### config.mk
export PLATFORM = sky130hd
export DESIGN_NAME = efla_engine
export DESIGN_NICKNAME = d
export VERILOG_FILES = /design/src/hdl/efla_pkg.sv /design/src/hdl/efla_engine.sv
export SDC_FILE = /design/constraint.sdc
export NUM_CORES = 1
export LEC_CHECK = 0
export BUFFER_PORTS_ARGS = -buffer_cell sky130_fd_sc_hd__buf_2
export CAP_MARGIN = 20
export CELL_PAD_IN_SITES_DETAIL_PLACEMENT = 1
export CELL_PAD_IN_SITES_GLOBAL_PLACEMENT = 1
export CORE_MARGIN = 4
export CORE_UTILIZATION = 25
export CTS_BUF_LIST = sky130_fd_sc_hd__clkbuf_4
export DETAILED_ROUTE_END_ITERATION = 10
export PLACE_DENSITY_LB_ADDON = 0.1
export SLEW_MARGIN = 30
export SYNTH_ARGS = -nofsm -noshare
export SYNTH_HDL_FRONTEND = slang
export SYNTH_SLANG_ARGS = --single-unit
export TNS_END_PERCENT = 100
### constraint.sdc
create_clock -name clock -period 6.35 [get_ports clock]
set_clock_uncertainty 0.05 [all_clocks]
set_input_delay 0.635 -clock clock [delete_from_list [all_inputs] [get_ports clock]]
set_output_delay 0.635 -clock clock [all_outputs]
set_load 0.005 [all_outputs]
### src/hdl/efla_pkg.sv
// Shared types and constants of the free-list allocator.
`timescale 1ns / 1ps
package efla_pkg;
   localparam int unsigned HEAP_BYTES = 1024;
   localparam int unsigned HEAP_WORDS = HEAP_BYTES / 4;
   localparam int unsigned ADDR_W = $clog2(HEAP_WORDS);
   localparam int unsigned OFF_W = $clog2(HEAP_BYTES);
   localparam int unsigned STEP_W = ADDR_W + 1;

   typedef enum logic [1:0] {
      REQ_ALLOC = 2'd0,
      REQ_FREE  = 2'd1,
      REQ_CONS  = 2'd2
   } req_code_type;

   typedef enum logic [1:0] {
      ST_DONE     = 2'd0,
      ST_NOMEM    = 2'd1,
      ST_BAD_FREE = 2'd2
   } status_type;

   // Memory port bundle from the engine to the heap RAM.
   typedef struct packed {
      logic              we;
      logic [ADDR_W-1:0] waddr;
      logic [31:0]       wdata;
      logic [ADDR_W-1:0] raddr;
   } mem_cmd_type;
endpackage

### src/hdl/efla_engine.sv
// Sequencer that runs allocate, free, consolidate and the clearing pass.
`timescale 1ns / 1ps
module efla_engine (
   input  logic                          clock,
   input  logic                          reset,
   input  logic                          start,
   input  logic [1:0]                    op,
   input  logic [11:0]                   size,
   input  logic [efla_pkg::OFF_W-1:0]    offset,
   output logic                          busy,
   output logic                          clearing,
   output logic                          done,
   output logic [1:0]                    status,
   output logic [efla_pkg::OFF_W-1:0]    alloc_off,
   output efla_pkg::mem_cmd_type         cmd,
   input  logic [31:0]                   rdata
);
   localparam int unsigned AW = efla_pkg::ADDR_W;
   localparam int unsigned OW = efla_pkg::OFF_W;
   localparam int unsigned SW = efla_pkg::STEP_W;
   localparam logic [31:0] HB32 = 32'(efla_pkg::HEAP_BYTES);
   localparam logic [SW-1:0] HW = SW'(efla_pkg::HEAP_WORDS);

   localparam logic [1:0] REQ_ALLOC_C = efla_pkg::REQ_ALLOC;
   localparam logic [1:0] REQ_FREE_C  = efla_pkg::REQ_FREE;
   localparam logic [1:0] REQ_CONS_C  = efla_pkg::REQ_CONS;

   typedef enum logic [4:0] {
      S_CLEAR, S_IDLE,
      S_A_HDR, S_A_LNK, S_A_DEC, S_A_W1, S_A_W2, S_A_W3, S_A_W4,
      S_F_RD, S_F_CHK, S_F_W2,
      S_C_RD, S_C_SKIP, S_C_MERGE, S_C_W1, S_C_W2, S_C_W3,
      S_RESP
   } state_type;

   state_type         state_ff;
   logic [SW-1:0]     cnt_ff;       // clear index, walk steps
   logic [AW-1:0]     cur_ff, prev_ff;
   logic              at_head_ff;
   logic [31:0]       hdr_ff, lnk_ff;
   logic [AW-1:0]     head_ff;
   logic              nonempty_ff;
   logic [1:0]        status_ff;
   logic [OW-1:0]     aoff_ff;
   logic [SW-1:0]     pos_ff;       // consolidate scan position, may reach end
   logic [AW-1:0]     start_ff, cprev_ff;
   logic              first_ff;
   logic [31:0]       sum_ff;
   logic [11:0]       size_ff;      // request fields held for the whole item
   logic [OW-1:0]     off_ff;
   logic [11:0]       sz;
   logic [OW-1:0]     ofs;
   logic [31:0]       rounded;
   logic [31:0]       meta;
   logic              size_bad;
   logic              lnk_valid;
   logic [31:0]       lnk_off;
   logic [AW-1:0]     lnk_word;
   logic [31:0]       rbytes;
   logic [SW+30:0]    pos_next;
   logic              pos_end;
   logic [AW-1:0]     nfree_w;
   logic [AW-1:0]     hidx;
   logic              free_bad;

   always_comb begin
      sz        = (state_ff == S_IDLE) ? size : size_ff;
      ofs       = (state_ff == S_IDLE) ? offset : off_ff;
      rounded   = (32'(sz) + 32'd3) & 32'hffff_fffc;
      meta      = rounded + 32'd1;
      size_bad  = (sz == 12'd0) || (32'(sz) > HB32) || !nonempty_ff;
      lnk_off   = rdata - 32'd4;
      lnk_valid = (rdata != 32'd0) && (lnk_off[1:0] == 2'b00) && (lnk_off < HB32);
      lnk_word  = lnk_off[AW+1:2];
      rbytes    = rdata & 32'hffff_fffc;
      pos_next  = (SW+31)'(pos_ff) + (SW+31)'(1) + (SW+31)'(rbytes[31:2]);
      pos_end   = pos_next >= (SW+31)'(HW);
      nfree_w   = cur_ff + rounded[AW+1:2] + AW'(1);
      hidx      = ofs[OW-1:2] - AW'(1);
      free_bad  = (ofs[1:0] != 2'b00) || (ofs < OW'(4))
                  || (ofs[OW-1:2] == {AW{1'b1}});
   end

   // Memory command for the current state.
   always_comb begin
      cmd = '0;
      unique case (state_ff)
         S_CLEAR: begin
            cmd.we    = 1'b1;
            cmd.waddr = cnt_ff[AW-1:0];
            cmd.wdata = (cnt_ff == '0) ? HB32 - 32'd4 : 32'd0;
         end
         S_IDLE: begin
            cmd.raddr = (op == REQ_ALLOC_C) ? head_ff
                      : (op == REQ_FREE_C) ? hidx : AW'(0);
         end
         S_A_HDR:   cmd.raddr = cur_ff + AW'(1);
         S_A_LNK:   cmd.raddr = lnk_word;
         S_A_DEC:   cmd.raddr = cur_ff + AW'(1);
         S_A_W1: begin
            cmd.we    = 1'b1;
            cmd.waddr = nfree_w;
            cmd.wdata = hdr_ff - rounded - 32'd4;
         end
         S_A_W2: begin
            cmd.we    = 1'b1;
            cmd.waddr = nfree_w + AW'(1);
            cmd.wdata = lnk_ff;
         end
         S_A_W3: begin
            cmd.we    = 1'b1;
            cmd.waddr = cur_ff;
            cmd.wdata = (32'(sz) + 32'd8 <= hdr_ff) ? meta : (hdr_ff | 32'd1);
         end
         S_A_W4: begin
            cmd.we    = 1'b1;
            cmd.waddr = prev_ff + AW'(1);
            cmd.wdata = (32'(sz) + 32'd8 <= hdr_ff)
                      ? {{(30-AW){1'b0}}, nfree_w, 2'b00} + 32'd4 : lnk_ff;
         end
         S_F_CHK: begin
            cmd.we    = !rdata[0] ? 1'b0 : 1'b1;
            cmd.waddr = hidx;
            cmd.wdata = rdata & 32'hffff_fffe;
         end
         S_F_W2: begin
            cmd.we    = 1'b1;
            cmd.waddr = ofs[OW-1:2];
            cmd.wdata = nonempty_ff ? {{(30-AW){1'b0}}, head_ff, 2'b00} + 32'd4 : 32'd0;
         end
         S_C_RD:    cmd.raddr = pos_ff[AW-1:0];
         S_C_SKIP:  cmd.raddr = pos_next[AW-1:0];
         S_C_MERGE: cmd.raddr = pos_next[AW-1:0];
         S_C_W1: begin
            cmd.we    = 1'b1;
            cmd.waddr = cprev_ff + AW'(1);
            cmd.wdata = {{(30-AW){1'b0}}, start_ff, 2'b00} + 32'd4;
         end
         S_C_W2: begin
            cmd.we    = 1'b1;
            cmd.waddr = start_ff;
            cmd.wdata = sum_ff - 32'd4;
         end
         S_C_W3: begin
            cmd.we    = 1'b1;
            cmd.waddr = start_ff + AW'(1);
            cmd.wdata = 32'd0;
            cmd.raddr = pos_ff[AW-1:0];
         end
         default: cmd = '0;
      endcase
   end

   always_ff @(posedge clock) begin
      if (reset) begin
         state_ff    <= S_CLEAR;
         cnt_ff      <= '0;
         head_ff     <= '0;
         nonempty_ff <= 1'b1;
         status_ff   <= efla_pkg::ST_DONE;
         aoff_ff     <= '0;
      end else begin
         unique case (state_ff)
            S_CLEAR: begin
               cnt_ff <= cnt_ff + SW'(1);
               if (cnt_ff == HW - SW'(1)) begin
                  state_ff <= S_IDLE;
               end
            end
            S_IDLE: begin
               if (start) begin
                  status_ff <= efla_pkg::ST_DONE;
                  aoff_ff   <= '0;
                  size_ff   <= size;
                  off_ff    <= offset;
                  unique case (op)
                     REQ_ALLOC_C: begin
                        if (size_bad) begin
                           status_ff <= efla_pkg::ST_NOMEM;
                           state_ff  <= S_RESP;
                        end else begin
                           cur_ff     <= head_ff;
                           prev_ff    <= head_ff;
                           at_head_ff <= 1'b1;
                           cnt_ff     <= '0;
                           state_ff   <= S_A_HDR;
                        end
                     end
                     REQ_FREE_C: begin
                        if (free_bad) begin
                           status_ff <= efla_pkg::ST_BAD_FREE;
                           state_ff  <= S_RESP;
                        end else begin
                           state_ff <= S_F_CHK;
                        end
                     end
                     REQ_CONS_C: begin
                        nonempty_ff <= 1'b0;
                        head_ff     <= '0;
                        first_ff    <= 1'b1;
                        pos_ff      <= '0;
                        state_ff    <= S_C_RD;
                     end
                     default: state_ff <= S_RESP;
                  endcase
               end
            end
            S_A_HDR: begin
               hdr_ff   <= rdata;
               state_ff <= S_A_LNK;
            end
            S_A_LNK: begin
               lnk_ff <= rdata;
               if (hdr_ff <= meta && lnk_valid && cnt_ff < HW) begin
                  prev_ff    <= cur_ff;
                  cur_ff     <= lnk_word;
                  at_head_ff <= 1'b0;
                  cnt_ff     <= cnt_ff + SW'(1);
                  state_ff   <= S_A_DEC;
               end else if (hdr_ff <= meta) begin
                  status_ff <= efla_pkg::ST_NOMEM;
                  state_ff  <= S_RESP;
               end else begin
                  aoff_ff <= {cur_ff, 2'b00} + OW'(4);
                  if (32'(sz) + 32'd8 <= hdr_ff) begin
                     state_ff <= S_A_W1;
                  end else begin
                     state_ff <= S_A_W3;
                  end
               end
            end
            S_A_DEC: begin
               // Header of the next node arrives; link read issued now.
               hdr_ff   <= rdata;
               state_ff <= S_A_LNK;
            end
            S_A_W1: state_ff <= S_A_W2;
            S_A_W2: state_ff <= S_A_W3;
            S_A_W3: begin
               if (at_head_ff) begin
                  if (32'(sz) + 32'd8 <= hdr_ff) begin
                     head_ff     <= nfree_w;
                     nonempty_ff <= 1'b1;
                  end else begin
                     nonempty_ff <= lnk_ok(lnk_ff);
                     head_ff     <= lnk_ok(lnk_ff) ? lnk_w(lnk_ff) : AW'(0);
                  end
                  state_ff <= S_RESP;
               end else begin
                  state_ff <= S_A_W4;
               end
            end
            S_A_W4: state_ff <= S_RESP;
            S_F_CHK: begin
               if (!rdata[0]) begin
                  status_ff <= efla_pkg::ST_BAD_FREE;
                  state_ff  <= S_RESP;
               end else begin
                  state_ff <= S_F_W2;
               end
            end
            S_F_W2: begin
               head_ff     <= hidx;
               nonempty_ff <= 1'b1;
               state_ff    <= S_RESP;
            end
            S_C_RD: begin
               if (pos_ff >= HW) begin
                  state_ff <= S_RESP;
               end else begin
                  state_ff <= S_C_SKIP;
               end
            end
            S_C_SKIP: begin
               // rdata is header at pos_ff.
               if (rdata[0]) begin
                  if (pos_end) begin
                     state_ff <= S_RESP;
                  end else begin
                     pos_ff   <= pos_next[SW-1:0];
                     state_ff <= S_C_SKIP;
                  end
               end else begin
                  if (first_ff) begin
                     head_ff     <= pos_ff[AW-1:0];
                     nonempty_ff <= 1'b1;
                  end
                  start_ff <= pos_ff[AW-1:0];
                  sum_ff   <= rbytes + 32'd4;
                  if (pos_end) begin
                     pos_ff   <= HW;
                     state_ff <= first_ff ? S_C_W2 : S_C_W1;
                  end else begin
                     pos_ff   <= pos_next[SW-1:0];
                     state_ff <= S_C_MERGE;
                  end
               end
            end
            S_C_MERGE: begin
               // rdata is header at pos_ff, a possible run member.
               if (rdata[0]) begin
                  state_ff <= first_ff ? S_C_W2 : S_C_W1;
               end else begin
                  sum_ff <= sum_ff + rbytes + 32'd4;
                  if (pos_end) begin
                     pos_ff   <= HW;
                     state_ff <= first_ff ? S_C_W2 : S_C_W1;
                  end else begin
                     pos_ff <= pos_next[SW-1:0];
                  end
               end
            end
            S_C_W1: state_ff <= S_C_W2;
            S_C_W2: begin
               first_ff <= 1'b0;
               state_ff <= S_C_W3;
            end
            S_C_W3: begin
               cprev_ff <= start_ff;
               // Read of pos_ff issued here; header lands next cycle.
               if (pos_ff >= HW) begin
                  state_ff <= S_RESP;
               end else begin
                  state_ff <= S_C_SKIP;
               end
            end
            S_RESP: state_ff <= S_IDLE;
            default: state_ff <= S_IDLE;
         endcase
      end
   end

   function automatic logic lnk_ok(input logic [31:0] v);
      logic [31:0] o;
      o = v - 32'd4;
      return (v != 32'd0) && (o[1:0] == 2'b00) && (o < HB32);
   endfunction

   function automatic logic [AW-1:0] lnk_w(input logic [31:0] v);
      logic [31:0] o;
      o = v - 32'd4;
      return o[AW+1:2];
   endfunction

   assign busy      = state_ff != S_IDLE;
   assign clearing  = state_ff == S_CLEAR;
   assign done      = state_ff == S_RESP;
   assign status    = status_ff;
   assign alloc_off = aoff_ff;
endmodule

## Yosys cells after proc, flatten, opt, wreduce, memory -nomap -nowiden

Index checks and enable logic that the tools add are counted.

| word-level totals | value |
|---|---|
| flip-flop bits (word level) | 196 |
| output and inout bits | 64 |

| operators by class | value |
|---|---|
| multiplexer cells | 86 |
| order comparisons | 9 |
| add/sub/neg operators | 26 |
| eq/ne operators | 38 |
| bitwise gates (word level) | 2 |
| reduce and logical (&&, ||, !) cells | 45 |

Operators by type and width:

| kind | count |
|---|---|
| 41-bit case mux with 10 select lines | 1 |
| 32-bit two-way mux | 4 |
| 32-bit by 3-bit subtractor with 32-bit output (second input constant) | 4 |
| 8-bit two-way mux | 14 |
| 9-bit two-way mux | 10 |
| 5-bit two-way mux | 15 |
| 5-bit case mux with 14 select lines | 1 |
| 32-bit by 3-bit adder with 32-bit output (second input constant) | 2 |
| 32-bit by 11-bit less-than comparator with 1-bit output (second input constant) | 2 |
| 32-bit case mux with 2 select lines | 1 |
| 32-bit nonzero test | 2 |
| 9-bit case mux with 3 select lines | 2 |
| 10-bit two-way mux | 5 |
| 8-bit by 1-bit adder with 8-bit output (second input constant) | 6 |
| 8-bit case mux with 5 select lines | 1 |
| 5-bit by 4-bit equality test with 1-bit output (second input constant) | 7 |
| 10-bit by 3-bit adder with 11-bit output (second input constant) | 3 |
| 32-bit adder | 1 |
| 13-bit by 32-bit less-or-equal comparator with 1-bit output | 1 |
| 32-bit by 14-bit less-or-equal comparator with 1-bit output | 1 |
| 8-bit case mux with 2 select lines | 2 |
| 8-bit case mux with 4 select lines | 1 |
| 32-bit by 13-bit subtractor with 32-bit output | 1 |
| 10-bit by 30-bit adder with 31-bit output | 1 |
| 52 further kinds | 118 |

## Depth between registers and ports, before layout

| logic depth | value |
|---|---|
| word-level depth | 9 |
| gate-level depth with buffers | 26 |

## Least setup slack after synthesis

No wires, ideal clock.

| timing | value |
|---|---|
| path kind | reg-to-reg |
| start | register state_ff[2] |
| end | register at_head_ff, enable pin |
| clock period less this slack | 6.095 ns |
| library setup time | 0.413 ns |
| stages on the path, launching flop included | 23 |
| slack | 0.255 ns |
| required time | 5.887 ns |
| arrival | 5.633 ns |
| cell sequence | dfxtp_1 -> buf_2 -> or3_1 -> buf_2 -> nor2_8 -> inv_2 -> buf_2 -> mux2i_1 -> inv_1 -> ha_1 -> o21ai_0 -> o21bai_1 -> nor3_1 -> nand3_1 -> xor2_1 -> ha_1 -> nand2_1 -> or4_1 -> o211ai_1 -> nand3_1 -> a2111o_1 -> a22o_1 -> nor3_1 |

| on the way | value |
|---|---|
| longest elaborated chain between the ends | 9 |
| elaborated cells on any way between the ends | 18 |
| those cells by class | 2 x add/sub; 2 x order compare; 6 x eq/ne; 1 x mux; 7 x reduce/logical |

RTL lines:

| element | line | source |
|---|---|---|
| from (decl) | efla_engine.sv:36 | `state_type state_ff;` |
| from (signal assigned) | efla_engine.sv:156 | `state_ff <= S_CLEAR;` |
| from (signal assigned) | efla_engine.sv:167 | `state_ff <= S_IDLE;` |
| from (signal assigned) | efla_engine.sv:180 | `state_ff <= S_RESP;` |
| 5-bit by 1-bit equality test with 1-bit output | efla_engine.sv:67, efla_engine.sv:163 |  |
| 12-bit two-way mux | efla_engine.sv:67 | `sz = (state_ff == S_IDLE) ? size : size_ff;` |
| 12-bit by 2-bit adder with 13-bit output | efla_engine.sv:69 | `rounded = (32'(sz) + 32'd3) & 32'hffff_fffc;` |
| 13-bit by 1-bit adder with 14-bit output | efla_engine.sv:70 | `meta = rounded + 32'd1;` |
| 32-bit by 14-bit less-or-equal comparator with 1-bit output | efla_engine.sv:214 | `if (hdr_ff <= meta && lnk_valid && cnt_ff < HW) begin` |
| 1-bit logical AND (2 in a row) | efla_engine.sv:214 |  |
| 2-bit inequality test (no line) | -- |  |
| 6-bit AND reduction (no line) (*) | -- |  |
| to (signal assigned) | efla_engine.sv:184 | `at_head_ff <= 1'b1;` |
| to (signal assigned) | efla_engine.sv:217 | `at_head_ff <= 1'b0;` |
| to (decl) | efla_engine.sv:39 | `logic at_head_ff;` |

Every way passes the cells marked *; elsewhere a longest branch is shown, timed or not.
A chain may end at the register's enable or synchronous reset.

==> qor.csv <==
metric;value;unit
synthArstFlopShare;0;
min_path_type;in -> reg;
vdd_drop_max;0.103;mV
syn_inst;1983;
cp_cell_sequence;or3_4 > nor2_8 > inv_4 > buf_4 > mux2_4 > nand2_4 > xnor2_1 > buf_4 > ha_1 > inv_1 > ha_1 > a21oi_2 > buf_4 > xor2_1 > nor2_1 > a2111oi_0 > o221ai_1 > buf_2;
htreeDepth;4;
post-route-period-util;0.976;
holdCritStartpoint;rdata[31];
critPathArrivalTime;5510;ps
synth_most_common_cell;nor2_1;
synth_seq_cells;192;
ant_nets;0;
overflow;0;
netlist.area_leader.share;0.277;
cts_buffer_depth;2;
crit_path_start_kind;flip-flop;
dieArea;0.0731;mm²
port_buffers;120;
grt_pass1_wl;115000;µm
slew_headroom;0.341;
antenna_found_initial;5;
rsz0062_at_grt;yes;
path_max_fanout;8;
initial_core_util;0.254;
synth_area_leaders;edfxtp_1, ha_1, xnor2_1;
clkTransAtPathRegs;180;ps
first_iter_violations;1499;
cts_tree;done;
required;5660;ps
synth_cell_type_count;87;
final.min_clock_period;6200;ps
crit_start;state_ff[1];
final_nets;2334;
ff2ff_path_depth;21;
grt_max_degree;42;
status;finished clean;
max_freq;0.161;GHz
synth_edf_count;159;
dp_hpwl;61800;µm
fillCellCount;7974;
drv_cap;0;
p_per_area;125;mW/mm²
syn_to_final_growth;15.7;%
r2r_start;state_ff[1];
p_leak;7.42;nW
vias_per_cell;5.49;
drive_gt1_frac;0.150;
max_stage_delay;710;ps
power;2.48;mW
cts-buffers-inserted;17;
io_pins;123;
drt_first_pass_iters;7;
yosysTopAreaCell;edfxtp_1;
syn-cell-area;0.0172;mm²
clk_latency;800;ps
cts.sinks;192;
slew_violations;0;
synth.avg_cell_area;8.68;µm²
ys_seq_area_frac;0.316;
whs_path_depth;1;
dr_total_vias;16590;
rows;95;
path_common_cell;buf_4;
cp-end-kind;primary output;
wl;79100;µm
root_buffer;clkbuf_4;
tightest_slew;984;ps
grt_pass1_vias;16745;
hold_viol_final;0;
setup_viol;0;
whs;162;ps
synth_ff_type;edfxtp_1;
die_w;270;µm
core_region_area;0.0678;mm²
drc;0;
criticalPathCategory;reg -> out;
yosysWarnings;0;
cp_slowest_cell;a2111oi_0;
die_y;270;µm
yosys-top-cells-count;nor2_1, nand2_1, edfxtp_1;
globalRouteTotalUtil;0.210;
wl_per_cell;26.2;µm
gp_congestion;0.865;
what timing repair did:
action | 4_1_cts | 5_1_grt
gates resized for setup | 45 | 32
pin swaps | 8 | 15
hold buffers | 23 | 0
setup endpoints to repair | 34 | 23
hold endpoints to repair | 24 | 0
buffers inserted | 7 | 9
worst paths after layout:
path	to	slack, ps
worst max-delay path	cmd[12]	150
worst min-delay path	lnk_ff[31]	160
worst max register to register	cnt_ff[4]	950
worst min register to register	alloc_off[3]	430
per-stage QoR:
stage | setup WS, ps | TNS, ps | cell area [µm²] | utilization | instances
after floorplan | 255 | 0 | 17200 | - | 1984
after global placement | 489 | 0 | 18900 | 0.278 | 2947
after detailed placement | 424 | 0 | 18900 | 0.279 | 2948
after CTS | 0.342 | 0 | 19700 | 0.290 | 3010
after global routing | -82.1 | -209 | 19900 | 0.294 | 3023
final | 153 | 0 | 19900 | 0.294 | 3023
logic make-up after synthesis:
logic type      after synthesis  share of synthesized area
simple gates                704                      0.201
compound gates              525                      0.202
flops                       192                      0.316
xor+xnor                    189                     0.0962
buf+inv                     182                     0.0519
fa+ha+maj                   141                      0.104
mux                          49                     0.0290
other cells                   1                   0.000218
layout by cell type, fill, tap and decap left out, types with 39 or more instances in the layout:
cell	n
xor2_1	83
xnor2_1	103
ha_1	131
mux2i_1	39
buf_2	120
nor3_1	57
nand3_1	70
edfxtp_1	159
nor2_1	178
inv_1	88
o21ai_0	125
a21oi_1	123
buf_4	73
nand2_1	174
worst max-delay path, delay by kind of cell, from the launching register on:
| kind | cells | cell delay, ps |
|---|---|---|
| muxes | 1 | 360 |
| AOI/OAI and AO/OA | 3 | 1330 |
| xor gates and xnor gates | 2 | 360 |
| DFF | 1 | 360 |
| buffers and inverters | 6 | 880 |
| and+or+nand+nor | 4 | 750 |
| adders and majority gates | 2 | 680 |
layout make-up:
type | count | area, µm² | share of cell area
tap | 873 | 1090 | 0.0549
clock inverter | 14 | 156 | 0.00785
antenna | 3 | 7.51 | 0.000377
timing repair buffer | 220 | 1470 | 0.0736
clock buffer | 18 | 135 | 0.00679
sequential | 192 | 5440 | 0.273
multi-input combinational | 1610 | 11300 | 0.566
inverter | 93 | 352 | 0.0177
sequential cells by signal, summed over array words and instances (netlist names):
register,count
first_ff,1
sum_ff,30
lnk_ff,32
cnt_ff,9
cur_ff,8
start_ff,8
cprev_ff,8
state_ff,5
at_head_ff,1
status,2
prev_ff,8
off_ff,10
size_ff,12
hdr_ff,32
head_ff,8
pos_ff,9
nonempty_ff,1
alloc_off,8
power by group:
group          internal, mW  switching, mW
sequential             1.36        0.00311
combinational         0.126          0.224
clock                 0.214          0.556
per-layer routing:
metal	part of all wire	global-route usage	vias up
met5	0	0	-
met4	0.015	0.0426	0
met3	0.042	0.0251	57
met2	0.46	0.337	443
met1	0.49	0.305	8378
li1	-	-	7712
(Power assumes the default switching activity.)
